**config.mk**
```make
export PLATFORM = sky130hd
export DESIGN_NAME = rmxpt_ctrl
export DESIGN_NICKNAME = d
export VERILOG_FILES = /design/src/design/rmxpt_pkg.sv /design/src/design/rmxpt_ctrl.sv
export SDC_FILE = /design/constraint.sdc
export NUM_CORES = 1
export LEC_CHECK = 0
export BUFFER_PORTS_ARGS = -buffer_cell sky130_fd_sc_hd__buf_2
export CAP_MARGIN = 5
export CORE_AREA = 4 4 41 43
export CTS_BUF_LIST = sky130_fd_sc_hd__clkbuf_8
export CTS_CLUSTER_DIAMETER = 100
export DETAILED_ROUTE_END_ITERATION = 16
export DIE_AREA = 0 0 45 47
export HOLD_SLACK_MARGIN = 0.15
export SYNTH_ARGS = -nofsm -noshare
export SYNTH_HDL_FRONTEND = slang
export SYNTH_SLANG_ARGS = --single-unit
```
**constraint.sdc**
```tcl
create_clock -name clk -period 4.4 [get_ports clk]
set_clock_uncertainty 0.2 [all_clocks]
set_input_delay 0.66 -clock clk [delete_from_list [all_inputs] [get_ports clk]]
set_output_delay 0.66 -clock clk [all_outputs]
set_load 0.02 [all_outputs]
```
**src/design/rmxpt_pkg.sv**
```systemverilog
// Shared codes and controller/datapath interface types for the range max-xor trie.
package rmxpt_pkg;

	localparam int BOUND_W = 13;

	localparam logic MODE_APPEND = 1'b0;
	localparam logic MODE_QUERY  = 1'b1;

	typedef enum logic [1:0] {
		ST_OK        = 2'd0,
		ST_BAD_RANGE = 2'd1,
		ST_FULL      = 2'd2
	} status_t;

	typedef struct packed {
		logic latch;
		logic setup;
		logic fetch;
		logic ap_step;
		logic q_step;
		logic leaf;
		logic load_out;
	} dp_cmd_t;

	typedef struct packed {
		logic is_query;
		logic reject;
		logic last_level;
		logic out_free;
	} dp_stat_t;

endpackage

```
**src/design/rmxpt_ctrl.sv**
```systemverilog
// Controller: sequences decode, node fetch, trie walk, leaf read and result load.
module rmxpt_ctrl (
	input  logic                 clk,
	input  logic                 arst_n,
	input  logic                 in_valid,
	output logic                 in_ready,
	input  rmxpt_pkg::dp_stat_t  stat,
	output rmxpt_pkg::dp_cmd_t   cmd
);

	typedef enum logic [6:0] {
		S_IDLE    = 7'b0000001,
		S_DECODE  = 7'b0000010,
		S_FETCH   = 7'b0000100,
		S_AP_WALK = 7'b0001000,
		S_Q_WALK  = 7'b0010000,
		S_LEAF    = 7'b0100000,
		S_RESP    = 7'b1000000
	} state_t;

	state_t state_q, state_d;

	always_comb begin
		state_d = state_q;
		cmd     = '0;
		case (state_q)
			S_IDLE: begin
				if (in_valid) begin
					cmd.latch = 1'b1;
					state_d   = S_DECODE;
				end
			end
			S_DECODE: begin
				cmd.setup = 1'b1;
				state_d   = stat.reject ? S_RESP : S_FETCH;
			end
			S_FETCH: begin
				cmd.fetch = 1'b1;
				state_d   = stat.is_query ? S_Q_WALK : S_AP_WALK;
			end
			S_AP_WALK: begin
				cmd.ap_step = 1'b1;
				if (stat.last_level) begin
					state_d = S_IDLE;
				end
			end
			S_Q_WALK: begin
				cmd.q_step = 1'b1;
				if (stat.last_level) begin
					state_d = S_LEAF;
				end
			end
			S_LEAF: begin
				cmd.leaf = 1'b1;
				state_d  = S_RESP;
			end
			S_RESP: begin
				if (stat.out_free) begin
					cmd.load_out = 1'b1;
					state_d      = S_IDLE;
				end
			end
			default: begin
				state_d = S_IDLE;
			end
		endcase
	end

	always_ff @(posedge clk or negedge arst_n) begin
		if (!arst_n) begin
			state_q <= S_IDLE;
		end else begin
			state_q <= state_d;
		end
	end

	assign in_ready = (state_q == S_IDLE);

	a_walk_exit: assert property (@(posedge clk) disable iff (!arst_n)
		(state_q == S_Q_WALK && stat.last_level) |=> (state_q == S_LEAF))
		else $error("query walk did not end in leaf read");

	a_decode_after_accept: assert property (@(posedge clk) disable iff (!arst_n)
		(in_valid && in_ready) |=> (state_q == S_DECODE))
		else $error("accepted beat not decoded");

	a_leaf_to_resp: assert property (@(posedge clk) disable iff (!arst_n)
		(state_q == S_LEAF) |=> (state_q == S_RESP))
		else $error("leaf read not followed by response");

endmodule
```
==> qor.yml, run 1 <==
run_status:
  status: "finished, final reports clean"
route:
  drtAntennaViolNets: 0
  dr.pass1.iters: 3
  wl_per_cell_um: 12.4
  drc: 0
  wl_um: 965
  dr.first_iter.drc_count: 8
  vias: 395
  viasPerCell: 5.06
layout:
  fillers: 143
  final_area_um2: 588
  layout-drive-gt1-share: 0.397
  reg.largest.list: "state_q: 7 flops"
  final_nets: 71
  largest-register: "state_q"
  antennaDiodeCount: 0
  area_delta_synth_final_pct: 32.4
  final_util: 0.452
  largest_reg_flops: 7
  multi_input_area_um2: 253
  seq_area_um2: 176
sta:
  min_period_over_period: 0.571
  tightest_slew_ps: 416
  max_slew_margin: 0.720
  setup_ws_ps: 1890
  rsz0062_at_grt: "no"
  final.setup.tns_ps: 0
  finalHoldViolCount: 0
  slew_violations: 0
  setup_violations: 0
  max_clock_freq_mhz: 398
  period_needed_ps: 2510
yosys:
  syn_avg_cell_area_um2: 10.1
  ys_warn_count: 0
  ys_ff_latch: 7
  synth.distinct_cells: 25
  synth_fp_nets: 51
  synth_cells: 44
  syn-cell-area_um2: 444
  ys_seq_area_frac: 0.397
clocking:
  htreeDepth: 1
  ctsRootBufferMaster: "clkbuf_8"
  clock_latency_ps: 230
  cts_made_buffers: 3
  path_clk_slew_ps: 40
  cts_setup_buffers: 0
  cts_buffer_depth: 2
  clock-sinks: 7
  cts_tree: "yes"
global_route:
  grt_pass1_vias: 349
  grt_max_degree: 8
  antenna_found_initial: 0
  grt_pass1_wl_mm: 1.57
  gr-total-overflow: 0
  track_usage: 0.111
pwr:
  ir_drop_v: 0.000223
  cellLeakagePower_nw: 0.291
  power_density_nw_per_um2: 553
placement:
  port_buffers: 14
  post-place-ws_ps: 2140
  dp_hpwl_um: 763
  place_area_um2: 533
  gp_congestion: 0.846
floorplan:
  die_h_um: 47
  fp-row-count: 13
  core_area_um2: 1300
  ios: 15
  die_area_um2: 2120
  die_w_um: 45
  start_util: 0.341
worst_setup_path:
  crit_fanout: 5
  cp-start-kind: "register"
  cp.required_ps: 3540
  cp-end-kind: "output port"
  crit_type: "reg2out"
  cp.arrival_ps: 1650
min_path:
  min_path_type: "reg2reg"
flow_run:
  cap_violations: 0
## cells by family after synthesis
| kind of cell | share of synthesized area |
|---|---|
| simple gates | 0.372 |
| xor+xnor | 0.0197 |
| flops | 0.397 |
| buf+inv | 0.0338 |
| compound gates | 0.177 |
## final cells by class
| cell class | count | area share |
|---|---|---|
| well taps | 15 | 0.0319 |
| multi-input cells | 33 | 0.430 |
| inverters | 4 | 0.0255 |
| clock buffers | 3 | 0.0702 |
| repair buffers | 15 | 0.136 |
| flip-flops and latches | 7 | 0.300 |
| clock inverters | 1 | 0.00638 |
## layout by cell type, fill, tap and decap left out, drive strengths merged, types with 3 or more instances in the layout
master / Yosys / final
buf: 0 / 14
dfrtp: 6 / 6
inv: 4 / 5
nor2: 4 / 4
nor2b: 3 / 3
and3: 3 / 3
clkbuf: 0 / 3
nand2: 3 / 3
## critical path, stage by stage, from the launching register on
cell,delay [ps]
dfrtp_1,400
or3_4,430
nor3_4,190
and2_1,210
buf_2,180
## layer usage
| layer | GRT usage | vias up | wire length, µm |
|---|---|---|---|
| li1 | - | 201 | - |
| met1 | 0.139 | 177 | 465 |
| met2 | 0.144 | 14 | 386 |
| met3 | 0.0383 | 3 | 83 |
| met4 | 0.105 | 0 | 30 |
| met5 | 0 | - | 0 |
## final timing paths
path	endpoint	start	depth (start not counted)	slack (ps)
max	cmd[5]	state_q[6]	4	1890
min in group asynchronous	state_q[4]	arst_n	2	600
max in group asynchronous	state_q[0]	arst_n	2	3180
min	state_q[3]	state_q[3]	1	390
max reg2reg	state_q[3]	state_q[6]	5	2610
min reg2reg	state_q[3]	state_q[3]	1	390
## synthesized netlist by cell type, drive strengths merged
cell type / instances / share of area
and3: 3 / 0.042
nor3: 2 / 0.048
inv: 4 / 0.034
dfstp: 1 / 0.059
o32ai: 1 / 0.020
o21bai: 1 / 0.025
a21oi: 1 / 0.011
xnor2: 1 / 0.020
nor2: 4 / 0.034
nor4: 1 / 0.014
o41ai: 1 / 0.020
o221ai: 1 / 0.034
dfrtp: 6 / 0.34
and2: 2 / 0.028
o21ai: 1 / 0.011
nor2b: 3 / 0.042
nand2: 3 / 0.031
a22o: 2 / 0.039
nand3: 1 / 0.011
o31ai: 1 / 0.017
and4bb: 2 / 0.073
nor4bb: 1 / 0.023
or3: 1 / 0.025
## timing repair
item | 4_1_cts | 5_1_grt
gates resized for setup | 0 | 0
hold buffers | 1 | 0
hold endpoints to repair | 6 | 0
## per-stage QoR
step	hold WS (ps)	total power [mW]	cells
4_1_cts	386	0.329	78
5_1_grt	395	0.354	78
6_report	387	0.325	78
2_1_floorplan	164	0.202	44
3_5_place_dp	303	0.238	73
3_3_place_gp	307	0.239	73
## report_power, final
group	switching [mW]	internal [mW]	total, mW
Combinational	0.0803	0.0606	0.141
Sequential	0.0153	0.0815	0.0967
Clock	0.0274	0.0602	0.0876
Total	0.123	0.202	0.325
(Power assumes the default switching activity.)
==> run 2: changes to the inputs <==
Clock period 4.4 ns to 2.6 ns, I/O delays scaled along.
==> qor.yml, run 2 (synthesis gave the netlist of run 1 again) <==
clocking:
  cts-resized-gates: 0
  ctsRootBufferMaster: "clkbuf_8"
  clock_latency_ps: 230
  cts_setup_buffers: 0
  postCtsHoldBufs: 2
  htreeDepth: 1
  cts_made_buffers: 3
  clock-sinks: 7
  path_clk_slew_ps: 40
  cts_buffer_depth: 2
  cts_tree: "yes"
sta:
  period_needed_ps: 2240
  setup_violations: 0
  max_clock_freq_mhz: 447
  final.setup.tns_ps: 0
  tightest_slew_ps: 465
  slew_violations: 0
  max_slew_margin: 0.687
  min_period_over_period: 0.861
  finalHoldViolCount: 0
  rsz0062_at_grt: "no"
placement:
  gp_congestion: 0.846
  port_buffers: 14
  dp_hpwl_um: 770
layout:
  antennaDiodeCount: 0
  final_util: 0.460
  fillers: 135
  final_nets: 72
  final_common_cell: "buf_2"
  largest-register: "state_q"
  largest_reg_flops: 7
  area_delta_synth_final_pct: 34.6
  layout-drive-gt1-share: 0.391
  final_cell_mix: "14 x buf_2, 6 x dfrtp_1, 5 x inv_1"
  reg.largest.list: "state_q: 7 flops"
global_route:
  grt_max_degree: 8
  grt_pass1_wl_mm: 1.67
  track_usage: 0.119
  grt_pass1_vias: 390
  gr-total-overflow: 0
  antenna_found_initial: 0
floorplan:
  die_area_um2: 2120
  die_h_um: 47
  core_area_um2: 1300
  die_w_um: 45
  fp-row-count: 13
  start_util: 0.341
  ios: 15
route:
  wl_per_cell_um: 12.7
  dr.pass1.iters: 4
  viasPerCell: 5.03
  drtAntennaViolNets: 0
  wl_mm: 1.01
  drc: 0
  vias: 397
  dr.first_iter.drc_count: 7
pwr:
  p_clk_frac: 0.269
  ir_drop_v: 0.000399
  switching_share: 0.377
  intPower_mw: 0.343
  cellLeakagePower_nw: 0.295
  p_sw_mw: 0.208
  power_density_nw_per_um2: 922
  p_total_mw: 0.551
  combPwrFrac: 0.435
  seq_power_share: 0.296
worst_setup_path:
  cp.required_ps: 2010
  crit_fanout: 5
  r2r-start: "state_q[5]"
  setup.worst_path.start: "state_q[6]"
  cp-end-kind: "output port"
  crit_type: "reg2out"
  r2r_slack_ps: 800
  cp.arrival_ps: 1650
  cp-start-kind: "register"
min_path:
  hp-start: "in_valid"
  min_path_type: "in2reg"
flow_run:
  cap_violations: 0
run_status:
  status: "finished, final reports clean"
[run 2: cell types whose count changed in the layout (fill, tap and decap cells not counted)]
cell | previous run | this run
dlygate4sd3_1 | 1 | 2
[run 2: layer usage]
| layer | vias to the layer above | wire [µm] | track usage |
|---|---|---|---|
| li1 | 203 | - | - |
| met3 | 4 | 108 | 0.0536 |
| met4 | 0 | 31 | 0.105 |
| met1 | 172 | 434 | 0.137 |
| met2 | 18 | 432 | 0.164 |
| met5 | - | 0 | 0 |
[run 2: metrics by stage]
step	instance area [µm²]	worst slack (ps)	instances	hold WS, ps
after detailed placement	533	607	73	34.5
after global placement	533	612	73	37.1
final	598	361	79	171
after global routing	598	267	79	180
after floorplan	444	475	44	-106
after CTS	598	354	79	166
[run 2: final timing paths]
| kind | to | depth (start not counted) |
|---|---|---|
| min in group asynchronous | state_q[4] | 2 |
| max in group asynchronous | state_q[0] | 2 |
| max reg2reg | state_q[3] | 5 |
| max | cmd[5] | 4 |
| min | state_q[0] | 2 |
| min reg2reg | state_q[3] | 1 |
[run 2: power groups by stage]
stage / clock network (mW) / registers [mW] / logic, mW
5_1_grt: 0.165 / 0.167 / 0.269
3_5_place_dp: 0 / 0.164 / 0.237
6_report: 0.148 / 0.163 / 0.240
3_3_place_gp: 0 / 0.167 / 0.237
4_1_cts: 0.155 / 0.163 / 0.240
2_1_floorplan: 0 / 0.159 / 0.183
[run 2: worst max-delay path: stages, from the launching register on]
cell     delay, ps
dfrtp_1        410
or3_4          430
nor3_4         190
and2_1         210
buf_2          180
[run 2: area by class of cell]
cell class	count	area, µm²	share of cell area
multi-input combinational	33	253	0.423
clock buffer	3	41.3	0.0690
timing repair buffer	16	90.1	0.151
tap	15	18.8	0.0314
clock inverter	1	3.75	0.00628
inverter	4	15.0	0.0251
sequential	7	176	0.295
==> run 3: changes to the inputs <==
Settings changed: GPL_TIMING_DRIVEN from default to 0.
==> qor.yml, run 3 (synthesis gave the netlist of run 1 again) <==
floorplan:
  ios: 15
  die_h_um: 47
  die_w_um: 45
  die_area_um2: 2120
  core_area_um2: 1300
  start_util: 0.341
  fp-row-count: 13
worst_setup_path:
  crit_fanout: 5
  r2r_end: "state_q[4]"
  cp.arrival_ps: 1660
  crit_type: "reg2out"
  r2r-start: "state_q[5]"
  worst_r2r_path_depth: 5
  setup.worst_path.start: "state_q[6]"
  cp-end-kind: "output port"
  cp-start-kind: "register"
  cp.required_ps: 2010
  timing.critical_path.to: "cmd[5]"
  r2r_slack_ps: 800
placement:
  dp_hpwl_um: 813
  port_buffers: 14
  place_area_um2: 533
  gp_congestion: 0.782
sta:
  min_period_over_period: 0.867
  period_needed_ps: 2250
  slew_violations: 0
  max_slew_margin: 0.694
  max_clock_freq_mhz: 444
  finalHoldViolCount: 0
  tightest_slew_ps: 455
  rsz0062_at_grt: "no"
  final.setup.tns_ps: 0
  setup_violations: 0
route:
  wl_met3_um: 89
  wl_met2_um: 512
  wl_mm: 1.10
  viasPerCell: 5.20
  vias: 411
  drc: 0
  wl_per_cell_um: 13.9
  wl_met1_um: 498
  dr.pass1.iters: 4
  drtAntennaViolNets: 0
  maxUsedRoutingLayer: "met3"
  dr.first_iter.drc_count: 5
clocking:
  cts-resized-gates: 0
  cts_tree: "yes"
  cts_buffer_depth: 2
  ctsRootBufferMaster: "clkbuf_8"
  postCtsHoldBufs: 2
  htreeDepth: 1
  clock_latency_ps: 220
  path_clk_slew_ps: 40
  clock-sinks: 7
  cts_made_buffers: 3
  cts_setup_buffers: 0
layout:
  largest_reg_flops: 7
  final_util: 0.460
  largest-register: "state_q"
  antennaDiodeCount: 0
  final_nets: 72
  final_common_cell: "buf_2"
  layout-drive-gt1-share: 0.391
  final_area_um2: 598
  reg.largest.list: "state_q: 7 flops"
  final_cell_mix: "14 x buf_2, 6 x dfrtp_1, 5 x inv_1"
  area_delta_synth_final_pct: 34.6
global_route:
  antenna_found_initial: 0
  gr-total-overflow: 0
  grt_pass1_vias: 385
  grt_max_degree: 8
  grt_pass1_wl_mm: 1.81
  track_usage: 0.122
flow_run:
  cap_violations: 0
pwr:
  p_total_mw: 0.559
  ir_drop_v: 0.000429
  cellLeakagePower_nw: 0.295
  power_density_nw_per_um2: 935
min_path:
  min_path_type: "in2reg"
run_status:
  status: "finished, final reports clean"
-- run 3: critical path, cell delays in order (launching register included) --
cell     delay, ps
dfrtp_1        410
or3_4          440
nor3_4         180
and2_1         220
buf_2          180
-- run 3: worst min path at each step --
stage	end	start	cells after the start	slack [ps]
after floorplan	state_q[1]	arst_n	0	-110
after global placement	state_q[1]	arst_n	1	40
after detailed placement	state_q[4]	arst_n	1	40
after CTS	state_q[0]	in_valid	2	160
after global routing	state_q[0]	in_valid	2	190
final	state_q[0]	in_valid	2	160
-- run 3: metrics by stage --
step / hold slack [ps] / setup WS (ps) / instances
4_1_cts: 160 / 354 / 79
2_1_floorplan: -106 / 475 / 44
3_5_place_dp: 43.2 / 605 / 73
5_1_grt: 191 / 240 / 79
6_report: 162 / 346 / 79
3_3_place_gp: 36.0 / 614 / 73
-- run 3: report_power, final --
part	total (mW)	switching (mW)	internal (mW)
sequential	0.167	0.0290	0.138
clock	0.149	0.0467	0.102
combinational	0.244	0.140	0.104
-- run 3: layer usage --
layer	GRT usage	vias up
met1	0.159	196
met5	0	-
li1	-	201
met3	0.0575	0
met4	0.0175	0
met2	0.189	14
-- run 3: final cells by class --
type,instances,area (µm²)
fill,134,703
multi-input combinational,33,253
sequential,7,176
timing repair buffer,16,90.1
clock buffer,3,41.3
tap,15,18.8
inverter,4,15.0
clock inverter,1,3.75
